**config.mk**
```make
export PLATFORM = sky130hd
export DESIGN_NAME = sumd_frame_receiver
export DESIGN_NICKNAME = d
export VERILOG_FILES = /design/src/sfr_pkg.sv /design/src/sumd_frame_receiver.sv
export SDC_FILE = /design/constraint.sdc
export NUM_CORES = 1
export LEC_CHECK = 0
export ABC_AREA = 0
export BUFFER_PORTS_ARGS = -buffer_cell sky130_fd_sc_hd__buf_2
export CAP_MARGIN = 20
export CORE_ASPECT_RATIO = 2
export CORE_UTILIZATION = 50
export CTS_CLUSTER_SIZE = 40
export DETAILED_ROUTE_END_ITERATION = 6
export PLACE_DENSITY = 0.75
export REMOVE_ABC_BUFFERS = 1
export SYNTH_ARGS = -nofsm -noshare
export SYNTH_HDL_FRONTEND = slang
export SYNTH_SLANG_ARGS = --single-unit
```
**constraint.sdc**
```tcl
create_clock -name clk -period 13 [get_ports clk]
set_clock_uncertainty 0.2 [all_clocks]
set_input_delay 1.3 -clock clk [delete_from_list [all_inputs] [get_ports clk]]
set_output_delay 1.3 -clock clk [all_outputs]
set_load 0.01 [all_outputs]
```
**src/sfr_pkg.sv**
```systemverilog
package sfr_pkg;

	localparam logic [7:0]  SYNC_BYTE         = 8'hA8;
	localparam logic [7:0]  STATUS_OK         = 8'h01;
	localparam logic [7:0]  STATUS_FAILSAFE   = 8'h81;
	localparam logic [7:0]  FIRST_CHANNEL_POS = 8'd3;
	localparam logic [15:0] GAP_TIMEOUT_RESET = 16'd4000;

	// register index, taken from paddr[2]
	localparam logic        REG_GAP_TIMEOUT   = 1'b0;

	typedef enum logic [6:0] {
		S_IDLE = 7'b0000001,
		S_DIFF = 7'b0000010,
		S_GAP  = 7'b0000100,
		S_END  = 7'b0001000,
		S_RD   = 7'b0010000,
		S_LOAD = 7'b0100000,
		S_OUT  = 7'b1000000
	} state_t;

	// shared subtractor result
	typedef struct packed {
		logic [31:0] diff;
		logic        borrow;
		logic        zero;
	} alu_res_t;

endpackage

```
**src/sumd_frame_receiver.sv**
```systemverilog
// Channel   | Direction | Payload
// ----------+-----------+--------------------------------------------------------
// s_*       | in        | tdata: rx_byte[7:0], time_us[39:8]
// m_*       | out       | tdata: channel_index[3:0], channel_value[16:4], zero pad
//           |           | tuser: failsafe; tlast: last channel of the frame
// APB       | cfg       | 0x0 gap_timeout_us[15:0]
//
// Each byte goes through the transfer, then gap subtract, gap compare and
// frame-end compare, the last three through one shared 32-bit subtractor; a
// byte with bad sync is dropped after the gap compare. On a completed frame
// with status OK or failsafe, each channel goes through read setup and
// registered store read, then output load, and is held while m_tready is low.
// s_tready is low while a byte or a frame's channels are in work.
// Reset clears frame position, count, status, previous time and the output valid;
// the channel store is not cleared, as every channel read is written earlier.
module sumd_frame_receiver
	import sfr_pkg::*;
#(
	parameter int MAX_CHANNELS = 16
) (
	input  logic        clk,
	input  logic        arst_n,
	// slave stream
	input  logic        s_tvalid,
	output logic        s_tready,
	input  logic [39:0] s_tdata,   // rx_byte[7:0], time_us[39:8]
	// master stream
	output logic        m_tvalid,
	input  logic        m_tready,
	output logic [23:0] m_tdata,   // channel_index[3:0], channel_value[16:4], pad
	output logic        m_tuser,   // failsafe
	output logic        m_tlast,
	// configuration
	input  logic        psel,
	input  logic        penable,
	input  logic        pwrite,
	input  logic [2:0]  paddr,
	input  logic [31:0] pwdata,
	output logic [31:0] prdata,
	output logic        pready
);

	localparam int STORE_SIZE = 2 * MAX_CHANNELS;
	localparam int AW         = (STORE_SIZE > 1) ? $clog2(STORE_SIZE) : 1;
	localparam int CW         = $clog2(MAX_CHANNELS + 1);

	state_t state_q;

	// configuration
	logic [15:0] timeout_q;

	// frame state
	logic [7:0]  pos_q;
	logic [7:0]  count_q;
	logic [7:0]  status_q;
	logic [31:0] prev_q;

	// latched input and intermediate results
	logic [7:0]  byte_q;
	logic [31:0] time_q;
	logic [31:0] diff_q;

	// emission
	logic [CW-1:0] k_q;
	logic [CW-1:0] n_q;
	logic          fs_q;
	logic          last_q;
	logic [7:0]    hi_q;
	logic [7:0]    lo_q;

	logic [7:0] store_q [STORE_SIZE];

	// shared subtractor
	logic [31:0] alu_a;
	logic [31:0] alu_b;
	logic [32:0] alu_full;
	alu_res_t    alu;

	logic [7:0]    pos_eff;
	logic          gap;
	logic [9:0]    end_pos;
	logic [CW-1:0] n_w;
	logic          mem_we;
	logic [AW-1:0] mem_waddr;
	logic [AW-1:0] rd_addr_hi;
	logic [AW-1:0] rd_addr_lo;
	logic [8:0]    pos_ext;
	logic          cfg_wr;

	assign s_tready = (state_q == S_IDLE);
	assign pready   = 1'b1;
	assign cfg_wr   = psel & penable & pwrite & pready;

	always_comb begin
		prdata = 32'd0;
		if (paddr[2] == REG_GAP_TIMEOUT) begin
			prdata = {16'd0, timeout_q};
		end
	end

	// operand select: gap difference, gap compare, frame end, last channel
	always_comb begin
		alu_a = 32'd0;
		alu_b = 32'd0;
		unique case (state_q)
			S_DIFF: begin
				alu_a = time_q;
				alu_b = prev_q;
			end
			S_GAP: begin
				alu_a = {16'd0, timeout_q};
				alu_b = diff_q;
			end
			S_END: begin
				alu_a = {24'd0, pos_q};
				alu_b = {22'd0, end_pos};
			end
			S_RD: begin
				alu_a = 32'(k_q) + 32'd1;
				alu_b = 32'(n_q);
			end
			default: begin
				alu_a = 32'd0;
				alu_b = 32'd0;
			end
		endcase
	end

	assign alu_full    = {1'b0, alu_a} - {1'b0, alu_b};
	assign alu.diff    = alu_full[31:0];
	assign alu.borrow  = alu_full[32];
	assign alu.zero    = (alu_full[31:0] == 32'd0);

	// gap longer than the timeout when timeout - diff borrows
	assign gap     = alu.borrow;
	assign pos_eff = gap ? 8'd0 : pos_q;
	assign pos_ext = {1'b0, pos_eff};
	assign end_pos = 10'({count_q, 1'b0}) + 10'd5;
	assign n_w     = (count_q > 8'(MAX_CHANNELS)) ? CW'(MAX_CHANNELS) : CW'(count_q);

	assign mem_we    = (state_q == S_GAP) && (pos_eff >= FIRST_CHANNEL_POS)
		&& (pos_ext < 9'(FIRST_CHANNEL_POS) + 9'(STORE_SIZE));
	assign mem_waddr  = AW'(pos_eff - FIRST_CHANNEL_POS);
	assign rd_addr_hi = AW'({k_q, 1'b0});
	assign rd_addr_lo = AW'({k_q, 1'b1});

	// channel byte store, registered read
	always_ff @(posedge clk) begin
		if (mem_we) begin
			store_q[mem_waddr] <= byte_q;
		end
		hi_q <= store_q[rd_addr_hi];
		lo_q <= store_q[rd_addr_lo];
	end

	always_ff @(posedge clk or negedge arst_n) begin
		if (!arst_n) begin
			timeout_q <= GAP_TIMEOUT_RESET;
		end else if (cfg_wr && paddr[2] == REG_GAP_TIMEOUT) begin
			timeout_q <= pwdata[15:0];
		end
	end

	// payload registers
	always_ff @(posedge clk) begin
		if (s_tvalid && s_tready) begin
			byte_q <= s_tdata[7:0];
			time_q <= s_tdata[39:8];
		end
		if (state_q == S_DIFF) begin
			diff_q <= alu.diff;
		end
		if (state_q == S_RD) begin
			last_q <= alu.zero;
		end
		if (state_q == S_LOAD) begin
			m_tdata <= {7'd0, hi_q, lo_q[7:3], 4'(k_q)};
			m_tuser <= fs_q;
			m_tlast <= last_q;
		end
	end

	// sequencer
	always_ff @(posedge clk or negedge arst_n) begin
		if (!arst_n) begin
			state_q  <= S_IDLE;
			pos_q    <= 8'd0;
			count_q  <= 8'd0;
			status_q <= 8'd0;
			prev_q   <= 32'd0;
			k_q      <= '0;
			n_q      <= '0;
			fs_q     <= 1'b0;
			m_tvalid <= 1'b0;
		end else begin
			unique case (state_q)
				S_IDLE: begin
					if (s_tvalid) begin
						state_q <= S_DIFF;
					end
				end
				S_DIFF: begin
					prev_q  <= time_q;
					state_q <= S_GAP;
				end
				S_GAP: begin
					if (pos_eff == 8'd0 && byte_q != SYNC_BYTE) begin
						// bad sync: byte dropped
						pos_q   <= 8'd0;
						state_q <= S_IDLE;
					end else begin
						if (pos_eff == 8'd1) begin
							status_q <= byte_q;
						end
						if (pos_eff == 8'd2) begin
							count_q <= byte_q;
						end
						pos_q   <= pos_eff + 8'd1;
						state_q <= S_END;
					end
				end
				S_END: begin
					state_q <= S_IDLE;
					if (alu.zero) begin
						pos_q <= 8'd0;
						n_q   <= n_w;
						k_q   <= '0;
						fs_q  <= (status_q == STATUS_FAILSAFE);
						if ((status_q == STATUS_OK || status_q == STATUS_FAILSAFE)
							&& n_w != '0) begin
							state_q <= S_RD;
						end
					end
				end
				S_RD: begin
					state_q <= S_LOAD;
				end
				S_LOAD: begin
					m_tvalid <= 1'b1;
					state_q  <= S_OUT;
				end
				S_OUT: begin
					if (m_tready) begin
						m_tvalid <= 1'b0;
						if (m_tlast) begin
							state_q <= S_IDLE;
						end else begin
							k_q     <= k_q + CW'(1);
							state_q <= S_RD;
						end
					end
				end
				default: begin
					state_q <= S_IDLE;
				end
			endcase
		end
	end

endmodule

```
### Word-level counts from Yosys, hierarchy flattened

Memories as Yosys holds them, arrays and structs flattened. A register that Yosys moved wholly into a read port is not among the register bits.
Index checks and enable logic that the tools add are counted.

| storage, ports and cells | value |
|---|---|
| flip-flop bits (word level) | 183 |
| bits in writable memories | 256 |
| output and inout bits | 61 |
| word-level logic and storage cells | 90 |
| memories | 1 |

| cells by class | value |
|---|---|
| add/subtract/negate cells | 6 |
| $lt $le $gt $ge | 3 |
| eq/ne operators | 16 |
| muxes and demuxes | 23 |
| bitwise gates (word level) | 4 |
| reduce and logical (&&, ||, !) cells | 20 |

Memory list:

| memory | words | bits a word | rd ports | clocked after memory_dff | wr ports | line | RTL |
|---|---|---|---|---|---|---|---|
| store_q | 32 | 8 | 2 | 2 | 1 | sumd_frame_receiver.sv:71 | `logic [7:0] store_q [STORE_SIZE];` |

Operators by type and width:

| kind | number |
|---|---|
| one-hot mux 32 bit (4 select lines) | 2 |
| one-hot mux 7 bit (7 select lines) | 1 |
| two-way mux 5 bit | 7 |
| subtractor 32 x 32 -> 33 bit | 1 |
| zero test 32 bit | 1 |
| two-way mux 8 bit | 3 |
| == test 8 x 1 -> 1 bit, second input constant | 2 |
| two-way mux 16 bit | 1 |
| one-hot mux 8 bit (2 select lines) | 1 |
| two-way mux 7 bit | 2 |
| adder 9 x 3 -> 10 bit, second input constant | 1 |
| one-hot mux 5 bit (2 select lines) | 1 |
| adder 8 x 1 -> 8 bit, second input constant | 1 |
| == test 8 x 2 -> 1 bit, second input constant | 1 |
| == test 8 bit, second input constant | 1 |
| >= comparator 8 x 2 -> 1 bit, second input constant | 1 |
| greater-than comparator 8 x 5 -> 1 bit, second input constant | 1 |
| zero test 8 bit | 1 |
| less-than comparator 8 x 6 -> 1 bit, second input constant | 1 |
| inequality test 2 bit, second input constant | 4 |
| inequality test 8 bit, second input constant | 1 |
| AND reduction 2 bit | 4 |
| == test 7 x 1 -> 1 bit, second input constant | 1 |
| == test 7 x 2 -> 1 bit, second input constant | 1 |
| other kinds (19) | 31 |

### Longest topological paths before layout

Gate-level depths: netlist of the first run.

| logic depth | value |
|---|---|
| depth after elaboration | 9 |
| mapped depth | 27 |
| mapped depth without buffers | 24 |

### Least setup slack after synthesis of the first run

Ideal clock, no wire load.

| path | value |
|---|---|
| path kind | register to register |
| start | reg state_q[6] |
| end | mem store_q[8][0] (enable) |
| arrival | 6709 ps |
| required time | 12427 ps |
| path slack | 5718 ps |
| cell stages (with the launch flop) | 24 |
| path buffers | 5 |
| cells stage by stage | dfrtp_1 or3_1 nor3_1 nand3b_1 inv_1 clkbuf_1 clkbuf_1 a22oi_1 ha_1 clkbuf_1 nand4_1 nor2_1 a211oi_2 o211a_1 o31ai_1 clkbuf_1 nand2_1 inv_1 ha_1 clkbuf_1 inv_1 mux2_2 o32ai_1 nor2b_1 |

| on the way | value |
|---|---|
| longest elaborated chain between the ends | 9 |

Ends and longest elaborated chain:

| what | line | RTL |
|---|---|---|
| from (decl) | sumd_frame_receiver.sv:47 | `state_t state_q;` |
| from (signal assigned) | sumd_frame_receiver.sv:186 | `state_q <= S_IDLE;` |
| from (signal assigned) | sumd_frame_receiver.sv:199 | `state_q <= S_DIFF;` |
| from (signal assigned) | sumd_frame_receiver.sv:204 | `state_q <= S_GAP;` |
| == test 7 x 5 -> 1 bit, or another cell as far along | sumd_frame_receiver.sv:105 | `unique case (state_q)` |
| one-hot mux 32 bit (4 select lines) | sumd_frame_receiver.sv:105 |  |
| subtractor 32 x 32 -> 33 bit | sumd_frame_receiver.sv:129 | `assign alu_full = {1'b0, alu_a} - {1'b0, alu_b};` |
| two-way mux 8 bit | sumd_frame_receiver.sv:136 | `assign pos_eff = gap ? 8'd0 : pos_q;` |
| >= comparator 8 x 2 -> 1 bit | sumd_frame_receiver.sv:141 | `assign mem_we = (state_q == S_GAP) && (pos_eff >= FIRST_CHANNEL_POS)` |
| logical AND 1 bit | sumd_frame_receiver.sv:141 |  |
| logical AND 1 bit | sumd_frame_receiver.sv:142 | `&& (pos_ext < 9'(FIRST_CHANNEL_POS) + 9'(STORE_SIZE));` |
| two-way mux 1 bit | sumd_frame_receiver.sv:149 | `if (mem_we) begin` |
| two-way mux 1 bit (not written as such) | sumd_frame_receiver.sv:150 | `store_q[mem_waddr] <= byte_q;` |
| to (decl) | sumd_frame_receiver.sv:71 |  |

Several ways; a longest one is shown, not always the timed one.

### Worst setup path in the final report of the first run

| path | value |
|---|---|
| start | reg state_q[6] |
| end | mem store_q[28][1] (enable) |

Same word-level chain as after synthesis.

==> metrics.cfg, run 1 <==
[sta]
max_slew_margin = 0.302
unrepaired_setup_endpoints_after_global_routing = false
finalSetupTns_ns = 0
fin_crit_sh = 0.645
timing.final.setup_violations = 0
fmax_mhz = 119
fin_crit_ns = 8.38
report.final.hold_viol_count = 0
post-route-worst-setup-slack_ns = 4.62
slew_violations = 0
max_slew.worst_pin.slew_ns = 1.04

[power]
power_switching_share = 0.358
power.switching_mw = 1.56
internal_dissipation_mw = 2.79
peakVddDrop_mv = 0.145
power_density_nw_per_um2 = 210
leakage_nw = 8.11
seqPwrFrac = 0.386
power.combinational.fraction = 0.352
clock_network_power_share = 0.262
p_total_mw = 4.35

[synthesis]
synth.avg_cell_area_um2 = 13.8
asyncSetResetFlopFracSynth = 0.225
netlist-cell-type-count = 80
ys_warn_count = 0
count_of_flip_flops_with_a_built_in_enable_after_synthesis = 300
yosys_most_used_dff = sky130_fd_sc_hd__edfxtp_1
synthesis.area_um2 = 18400
synth-seq-area-share = 0.627
syn-instance-count = 1334
yosys_register_bits = 404

[worst_hold_path]
hold_crit_path_type = reg -> reg

[status]
result_of_the_run = complete, no violations

[route]
route.detailed.wl_per_inst_um = 22.8
drc = 0
final_antenna_net_count = 0
drt-initial-drc-count = 876
wl_mm = 43.7
detailedRoute.firstPassIterationCount = 5
vias = 11617
route.detailed.vias_per_inst = 6.06

[cts]
clock-root-buffer = sky130_fd_sc_hd__clkbuf_16
post_cts.repair.setup_buffers = 0
cts-htree-levels = 2
tritoncts = built
numCtsBuffers = 37
clock_latency_ns = 0.55
tritoncts_num_sinks = 404
cts.hold.buffers_added = 0
post_cts.resized_instances = 0
clkSlewWorstSetupHoldPaths_ns = 0.07
clockBufferDepth = 3

[worst_setup_path]
critPathMaxFanout = 69
cp-end-kind = flip-flop
crit_start_category = flip-flop
critical_path_class = reg -> reg
worstPathRequired_ns = 12.97
crit_arrival_ns = 8.36

[layout]
area_growth_syn_to_layout_pct = 12.1
multiInputGateArea_um2 = 6480
post_route_cells_drive_above_1_share = 0.210
fill_cells = 2926
nNetsFinal = 1556
insertedDiodeCount = 0
area.sequential_um2 = 11600

[placed_design]
dp_hpwl_mm = 31.8
buffer_ports.inserted = 100
dpl_worst_slack_ns = 4.67
gp_congestion = 0.959

[global_routing]
antenna_violations_before_repair = 0
grtUsageTotal = 0.243
first_global_vias = 11968
grt_first_pass_wirelength_mm = 67.2
gr-total-overflow = 0
grt_max_degree = 70

[floorplanning]
initial_core_util = 0.506
die_w_um = 138
core_area_um2 = 36400
die-area_um2 = 37700
die_height_um = 274
rows = 99
num_io_pins = 143

[job]
max_cap_violations = 0

[cells by family (layout without fill, tap and decap cells)]
kind of cell | Yosys count | in the layout | share of synthesized area
compound gates | 239 | 239 | 0.0889
fa+ha+maj | 40 | 40 | 0.0275
flops | 404 | 404 | 0.627
xor+xnor | 31 | 31 | 0.0147
buf+inv | 110 | 217 | 0.0279
mux | 107 | 107 | 0.104
simple gates | 401 | 401 | 0.109
other cells | 2 | 24 | 0.000407
[final timing paths]
check	cells after the start	from	endpoint	slack, ns
worst max-delay path	22	state_q[6]$_DFFE_PN0P_	store_q[28][1]$_DFFE_PP_	4.62
min in group asynchronous	1	arst_n	prev_q[23]$_DFFE_PN0N_	0.50
worst min register to register	0	lo_q[4]$_DFF_P_	m_tdata[5]$_DFFE_PP_	0.20
max in group asynchronous	2	arst_n	k_q[0]$_DFFE_PN0P_	10.93
worst min-delay path	0	lo_q[4]$_DFF_P_	m_tdata[5]$_DFFE_PP_	0.20
worst max register to register	22	state_q[6]$_DFFE_PN0P_	store_q[28][1]$_DFFE_PP_	4.62
[power groups by stage]
stage	sequential (mW)	clock [mW]	combinational [mW]
2_1_floorplan	1.69	0	1.00
3_3_place_gp	1.70	0	1.48
3_5_place_dp	1.71	0	1.50
4_1_cts	1.68	1.16	1.51
5_1_grt	1.69	1.21	1.65
6_report	1.68	1.14	1.53
[layer usage]
| metal | vias up | part of all wire | global-route usage |
|---|---|---|---|
| li1 | 5263 | - | - |
| met1 | 5778 | 0.31 | 0.227 |
| met2 | 405 | 0.57 | 0.463 |
| met3 | 171 | 0.035 | 0.0294 |
| met4 | 0 | 0.081 | 0.181 |
| met5 | - | 0 | 0 |
[cells in the mapped netlist (11+ instances only)]
cell / n / share of area
sky130_fd_sc_hd__xnor2_1: 14 / 0.0066
sky130_fd_sc_hd__mux4_2: 65 / 0.079
sky130_fd_sc_hd__edfxtp_1: 300 / 0.49
sky130_fd_sc_hd__nor4_1: 11 / 0.0037
sky130_fd_sc_hd__a22oi_1: 27 / 0.011
sky130_fd_sc_hd__o21ai_1: 15 / 0.0041
sky130_fd_sc_hd__dfxtp_1: 13 / 0.014
sky130_fd_sc_hd__dfrtp_1: 84 / 0.11
sky130_fd_sc_hd__buf_4: 25 / 0.010
sky130_fd_sc_hd__xor2_1: 17 / 0.0081
sky130_fd_sc_hd__o21ai_0: 25 / 0.0068
sky130_fd_sc_hd__and3_1: 29 / 0.0098
sky130_fd_sc_hd__ha_1: 39 / 0.026
sky130_fd_sc_hd__nand4_1: 11 / 0.0037
sky130_fd_sc_hd__and2_1: 23 / 0.0078
sky130_fd_sc_hd__nand3_1: 18 / 0.0049
sky130_fd_sc_hd__inv_1: 26 / 0.0053
sky130_fd_sc_hd__clkbuf_1: 51 / 0.010
sky130_fd_sc_hd__a21oi_1: 54 / 0.015
sky130_fd_sc_hd__nor2_1: 53 / 0.011
sky130_fd_sc_hd__a21o_1: 27 / 0.011
sky130_fd_sc_hd__nor2b_1: 22 / 0.0075
sky130_fd_sc_hd__nand2_1: 154 / 0.031
sky130_fd_sc_hd__mux2_2: 27 / 0.016
sky130_fd_sc_hd__nor3_1: 24 / 0.0065
[area by class of cell]
| class | count | share of cell area |
|---|---|---|
| repair buffers | 123 | 0.0333 |
| inverters | 26 | 0.00478 |
| flip-flops and latches | 404 | 0.559 |
| well taps | 454 | 0.0275 |
| clock inverters | 17 | 0.0108 |
| clock buffers | 51 | 0.0512 |
| multi-input cells | 842 | 0.313 |
[state kept, by name, indices dropped and copies added, names as in the netlist, 16 cells and up]
| signal | count |
|---|---|
| store_q | 208 |
| diff_q | 32 |
| prev_q | 32 |
| time_q | 32 |
| m_tdata | 17 |
| timeout_q | 16 |
[worst max-delay path, stage by stage, from the launching register on]
cell and delay (ns):
sky130_fd_sc_hd__dfrtp_1 0.42, sky130_fd_sc_hd__or3_1 0.40, sky130_fd_sc_hd__nor3_1 0.23, sky130_fd_sc_hd__nand3b_1 0.76, sky130_fd_sc_hd__buf_4 0.51, sky130_fd_sc_hd__clkinv_2 0.35, sky130_fd_sc_hd__buf_4 0.64, sky130_fd_sc_hd__a22oi_1 0.15
sky130_fd_sc_hd__ha_1 0.55, sky130_fd_sc_hd__nand4_1 0.18, sky130_fd_sc_hd__nor2_1 0.27, sky130_fd_sc_hd__a211oi_2 0.21, sky130_fd_sc_hd__o211a_1 0.31, sky130_fd_sc_hd__o31ai_1 0.24, sky130_fd_sc_hd__buf_4 0.24, sky130_fd_sc_hd__nand2_1 0.15
sky130_fd_sc_hd__inv_1 0.12, sky130_fd_sc_hd__ha_1 0.39, sky130_fd_sc_hd__nand2_1 0.12, sky130_fd_sc_hd__o21ai_0 0.18, sky130_fd_sc_hd__a21oi_1 0.09, sky130_fd_sc_hd__o22ai_1 0.39, sky130_fd_sc_hd__nor2b_1 0.86
[layout by cell type (no fill, tap or decap), types with 8 or more instances in the layout]
cell,netlist,routed
sky130_fd_sc_hd__clkbuf_16,0,38
sky130_fd_sc_hd__a221oi_1,9,9
sky130_fd_sc_hd__and3_1,29,29
sky130_fd_sc_hd__nand4_1,11,11
sky130_fd_sc_hd__nand3_1,18,18
sky130_fd_sc_hd__nor3_1,24,23
sky130_fd_sc_hd__xor2_1,17,17
sky130_fd_sc_hd__nor4_1,11,11
sky130_fd_sc_hd__inv_1,26,25
sky130_fd_sc_hd__buf_4,25,23
sky130_fd_sc_hd__dfxtp_1,13,13
sky130_fd_sc_hd__a22oi_1,27,27
sky130_fd_sc_hd__nor2_1,53,53
sky130_fd_sc_hd__and2_1,23,22
sky130_fd_sc_hd__mux4_2,65,65
sky130_fd_sc_hd__mux2i_1,8,8
sky130_fd_sc_hd__edfxtp_1,300,300
sky130_fd_sc_hd__o21ai_1,15,15
sky130_fd_sc_hd__a211oi_1,9,9
sky130_fd_sc_hd__or3_1,10,10
sky130_fd_sc_hd__a21o_1,27,27
sky130_fd_sc_hd__buf_2,0,99
sky130_fd_sc_hd__a31oi_1,9,9
sky130_fd_sc_hd__conb_1,2,24
sky130_fd_sc_hd__nand2_1,154,154
sky130_fd_sc_hd__xnor2_1,14,14
sky130_fd_sc_hd__ha_1,39,39
sky130_fd_sc_hd__nor2b_1,22,22
sky130_fd_sc_hd__dfrtp_1,84,82
sky130_fd_sc_hd__o21ai_0,25,25
sky130_fd_sc_hd__a21oi_1,54,54
sky130_fd_sc_hd__mux2_2,27,27
[metrics by stage]
step | hold WS, ns | cell area [um2] | cells | util
detailed placement | 0.190 | 19400 | 1849 | 0.533
finish | 0.204 | 20700 | 1917 | 0.568
global placement | 0.186 | 19400 | 1848 | 0.532
CTS | 0.206 | 20700 | 1917 | 0.568
floorplan | 0.186 | 18100 | 1272 | -
global route | 0.214 | 20700 | 1917 | 0.568
Power figures use the tool's default switching activity.
==> inputs of run 2 (changes only) <==
--- a/config.mk
+++ b/config.mk
@@ -5,14 +5,14 @@
 export SDC_FILE = /design/constraint.sdc
 export NUM_CORES = 1
 export LEC_CHECK = 0
-export ABC_AREA = 0
+export ABC_AREA = 1
 export BUFFER_PORTS_ARGS = -buffer_cell sky130_fd_sc_hd__buf_2
 export CAP_MARGIN = 20
 export CORE_ASPECT_RATIO = 2
 export CORE_UTILIZATION = 50
 export CTS_CLUSTER_SIZE = 40
 export DETAILED_ROUTE_END_ITERATION = 6
-export PLACE_DENSITY = 0.75
+export PLACE_DENSITY = 0.78
 export REMOVE_ABC_BUFFERS = 1
 export SYNTH_ARGS = -nofsm -noshare
 export SYNTH_HDL_FRONTEND = slang
==> constraint.sdc (replaced) <==
create_clock -name clk -period 7.3 [get_ports clk]
set_clock_uncertainty 0.2 [all_clocks]
set_input_delay 0.73 -clock clk [delete_from_list [all_inputs] [get_ports clk]]
set_output_delay 0.73 -clock clk [all_outputs]
set_load 0.01 [all_outputs]
==> run 2 against run 1 <==
- sequential power up 87%
- worst hold slack worse by 0.041 ns
- total power up 120%
- sequential cell count unchanged
- core utilization about the same
- setup slack worse by 3.6 ns
- largest power group is now combinational cells
- highest routed layer unchanged
==> metrics.cfg, run 2 <==
[worst_setup_path]
crit_arrival_ns = 6.29
worstReg2RegStart = state_q[6]$_DFFE_PN0P_
reg2reg_slack_ns = 0.99
ff2ff_path_depth = 27
crit_start_category = flip-flop
cp-end-kind = flip-flop
rr_endpoint = store_q[30][7]$_DFFE_PP_
worstPathRequired_ns = 7.28
endpoint = store_q[30][7]$_DFFE_PP_
crit_path_start = state_q[6]$_DFFE_PN0P_
critical_path_class = reg -> reg
critPathMaxFanout = 37

[power]
power_switching_share = 0.425
power.switching_mw = 3.98
power_density_nw_per_um2 = 432
leakage_nw = 9.18
seqPwrFrac = 0.336
peakVddDrop_mv = 0.367
p_total_mw = 9.37
internal_dissipation_mw = 5.39
power.combinational.fraction = 0.449
clock_network_power_share = 0.215

[synthesis]
synthTopCellsByCount = sky130_fd_sc_hd__nand2_1, sky130_fd_sc_hd__edfxtp_1, sky130_fd_sc_hd__nor2_1
count_of_flip_flops_with_a_built_in_enable_after_synthesis = 300
yosys_register_bits = 404
synth.avg_cell_area_um2 = 9.52
synth-seq-area-share = 0.594
synth.most_common_cell = sky130_fd_sc_hd__nand2_1
netlist.top_cell.by_area = sky130_fd_sc_hd__edfxtp_1
ys_warn_count = 0
asyncSetResetFlopFracSynth = 0.225
yosysTopAreaCellShare = 0.463
syn-instance-count = 2041
yosys-top-cells-area = sky130_fd_sc_hd__edfxtp_1, sky130_fd_sc_hd__dfrtp_1, sky130_fd_sc_hd__nand2_1
synthesis.area_um2 = 19400
netlist-cell-type-count = 56
yosys_most_used_dff = sky130_fd_sc_hd__edfxtp_1

[global_routing]
grt_first_pass_wirelength_mm = 78.2
first_global_vias = 14585
gr-total-overflow = 0
grtUsageTotal = 0.262
antenna_violations_before_repair = 0
grt_max_degree = 106

[cts]
numCtsBuffers = 37
tritoncts_num_sinks = 404
cts-htree-levels = 2
post_cts.resized_instances = 0
clockBufferDepth = 3
clkSlewWorstSetupHoldPaths_ns = 0.07
tritoncts = built
clock-root-buffer = sky130_fd_sc_hd__clkbuf_16
clock_latency_ns = 0.55

[sta]
report.final.hold_viol_count = 0
fmax_mhz = 158
slew_violations = 0
unrepaired_setup_endpoints_after_global_routing = false
fin_crit_sh = 0.864
max_slew.worst_pin.slew_ns = 1.00
timing.final.setup_violations = 0
finalSetupTns_ns = 0
max_slew_margin = 0.331
fin_crit_ns = 6.31

[floorplanning]
die_w_um = 141
core_area_um2 = 38200
die-area_um2 = 39700
rows = 101
initial_core_util = 0.509
die_height_um = 281
num_io_pins = 143

[layout]
mostFrequentLayoutCell = sky130_fd_sc_hd__nand2_1
insertedDiodeCount = 0
multiInputGateArea_um2 = 6520
registers.top_by_ff_count = store_q
fin_cells = 2677
area.sequential_um2 = 11600
area_growth_syn_to_layout_pct = 11.5
post_route_cells_drive_above_1_share = 0.129
fill_cells = 3312
commonest_cells_after_routing_fill_and_taps_aside = sky130_fd_sc_hd__nand2_1, sky130_fd_sc_hd__edfxtp_1, sky130_fd_sc_hd__nor2_1
largest_reg_flops = 208
nNetsFinal = 2255

[route]
vias = 14399
detailedRoute.firstPassIterationCount = 5
route.detailed.wl_per_inst_um = 18.9
drc = 0
drt-initial-drc-count = 846
route.detailed.vias_per_inst = 5.38
final_antenna_net_count = 0
wl_mm = 50.5

[placed_design]
dp_hpwl_mm = 37.1
gp_congestion = 0.972
dpl.cell_count = 2607
buffer_ports.inserted = 100

[status]
result_of_the_run = complete, no violations

[job]
max_cap_violations = 0

[worst_hold_path]
hold_crit_path_type = in -> reg

-- run 2: routing by layer --
layer | wire length [um] | track usage
met1 | 16000 | 0.231
met4 | 4110 | 0.199
met2 | 28700 | 0.524
met3 | 1680 | 0.0308
met5 | 0 | 0
-- run 2: power groups by stage --
| stage | Sequential, mW | Clock [mW] | Combinational, mW |
|---|---|---|---|
| finish | 3.15 | 2.01 | 4.21 |
| global route | 3.18 | 2.11 | 4.69 |
| CTS | 3.15 | 2.03 | 4.21 |
| detailed placement | 3.20 | 0 | 4.19 |
| global placement | 3.19 | 0 | 4.14 |
| floorplan | 3.23 | 0 | 2.80 |
-- run 2: final cells by class --
type / count / area share
Timing Repair Buffer: 124 / 0.0324
Clock buffer: 44 / 0.0459
Sequential cell: 404 / 0.533
Tap cell: 515 / 0.0297
Inverter: 265 / 0.0459
Multi-Input combinational cell: 1301 / 0.301
Clock inverter: 24 / 0.0125
-- run 2: worst min path at each step --
stage / cells after the start / slack, ns / startpoint / to
after floorplan: 0 / 0.19 / hi_q[1]$_DFF_P_ / m_tdata[10]$_DFFE_PP_
after global routing: 1 / 0.15 / s_tdata[35] / time_q[27]$_DFFE_PP_
after detailed placement: 0 / 0.19 / hi_q[7]$_DFF_P_ / m_tdata[16]$_DFFE_PP_
final: 1 / 0.16 / s_tdata[5] / byte_q[5]$_DFFE_PP_
after CTS: 1 / 0.15 / s_tdata[30] / time_q[22]$_DFFE_PP_
after global placement: 0 / 0.19 / lo_q[4]$_DFF_P_ / m_tdata[5]$_DFFE_PP_
-- run 2: cell families after synthesis --
logic type / count (synthesis) / share of synthesized area
compound gates: 353 / 0.103
xor+xnor: 17 / 0.00805
fa+ha+maj: 40 / 0.0261
buf+inv: 358 / 0.0753
flops: 404 / 0.594
other cells: 2 / 0.000386
simple gates: 867 / 0.193
-- run 2: stage by stage --
step / area [um2] / worst slack [ns] / utilization / hold WS (ns)
6_report: 21700 / 0.990 / 0.568 / 0.163
5_1_grt: 21700 / 0.481 / 0.568 / 0.151
4_1_cts: 21700 / 0.970 / 0.568 / 0.147
3_5_place_dp: 20400 / 0.987 / 0.534 / 0.189
3_3_place_gp: 20400 / 1.11 / 0.534 / 0.187
2_1_floorplan: 19100 / 0.378 / - / 0.186
-- run 2: worst max-delay path, cell delays in order (launching register included) --
cell and delay, ns:
sky130_fd_sc_hd__dfrtp_1 0.42, sky130_fd_sc_hd__nor3_1 0.44, sky130_fd_sc_hd__nand2_1 0.10, sky130_fd_sc_hd__buf_4 0.26, sky130_fd_sc_hd__inv_2 0.62, sky130_fd_sc_hd__a21oi_1 0.13
sky130_fd_sc_hd__o211ai_1 0.13, sky130_fd_sc_hd__ha_1 0.17, sky130_fd_sc_hd__inv_1 0.10, sky130_fd_sc_hd__fa_1 0.45, sky130_fd_sc_hd__nand3_1 0.13, sky130_fd_sc_hd__nand3_2 0.09
sky130_fd_sc_hd__nand2_1 0.08, sky130_fd_sc_hd__nand2_2 0.09, sky130_fd_sc_hd__nand2_2 0.08, sky130_fd_sc_hd__nand2_2 0.06, sky130_fd_sc_hd__nand2_1 0.07, sky130_fd_sc_hd__nand2_2 0.19
sky130_fd_sc_hd__inv_1 0.16, sky130_fd_sc_hd__nor2_1 0.11, sky130_fd_sc_hd__ha_1 0.25, sky130_fd_sc_hd__inv_1 0.11, sky130_fd_sc_hd__nand3_1 0.11, sky130_fd_sc_hd__nand2_1 0.19
sky130_fd_sc_hd__inv_2 0.07, sky130_fd_sc_hd__nor2_1 0.14, sky130_fd_sc_hd__nand2_1 0.25, sky130_fd_sc_hd__nor2_1 0.67
-- run 2: what timing repair did --
action                                 4_1_cts  5_1_grt
buffers inserted                             0        0
endpoints found under the hold margin       27        0
hold buffers                                 1        0
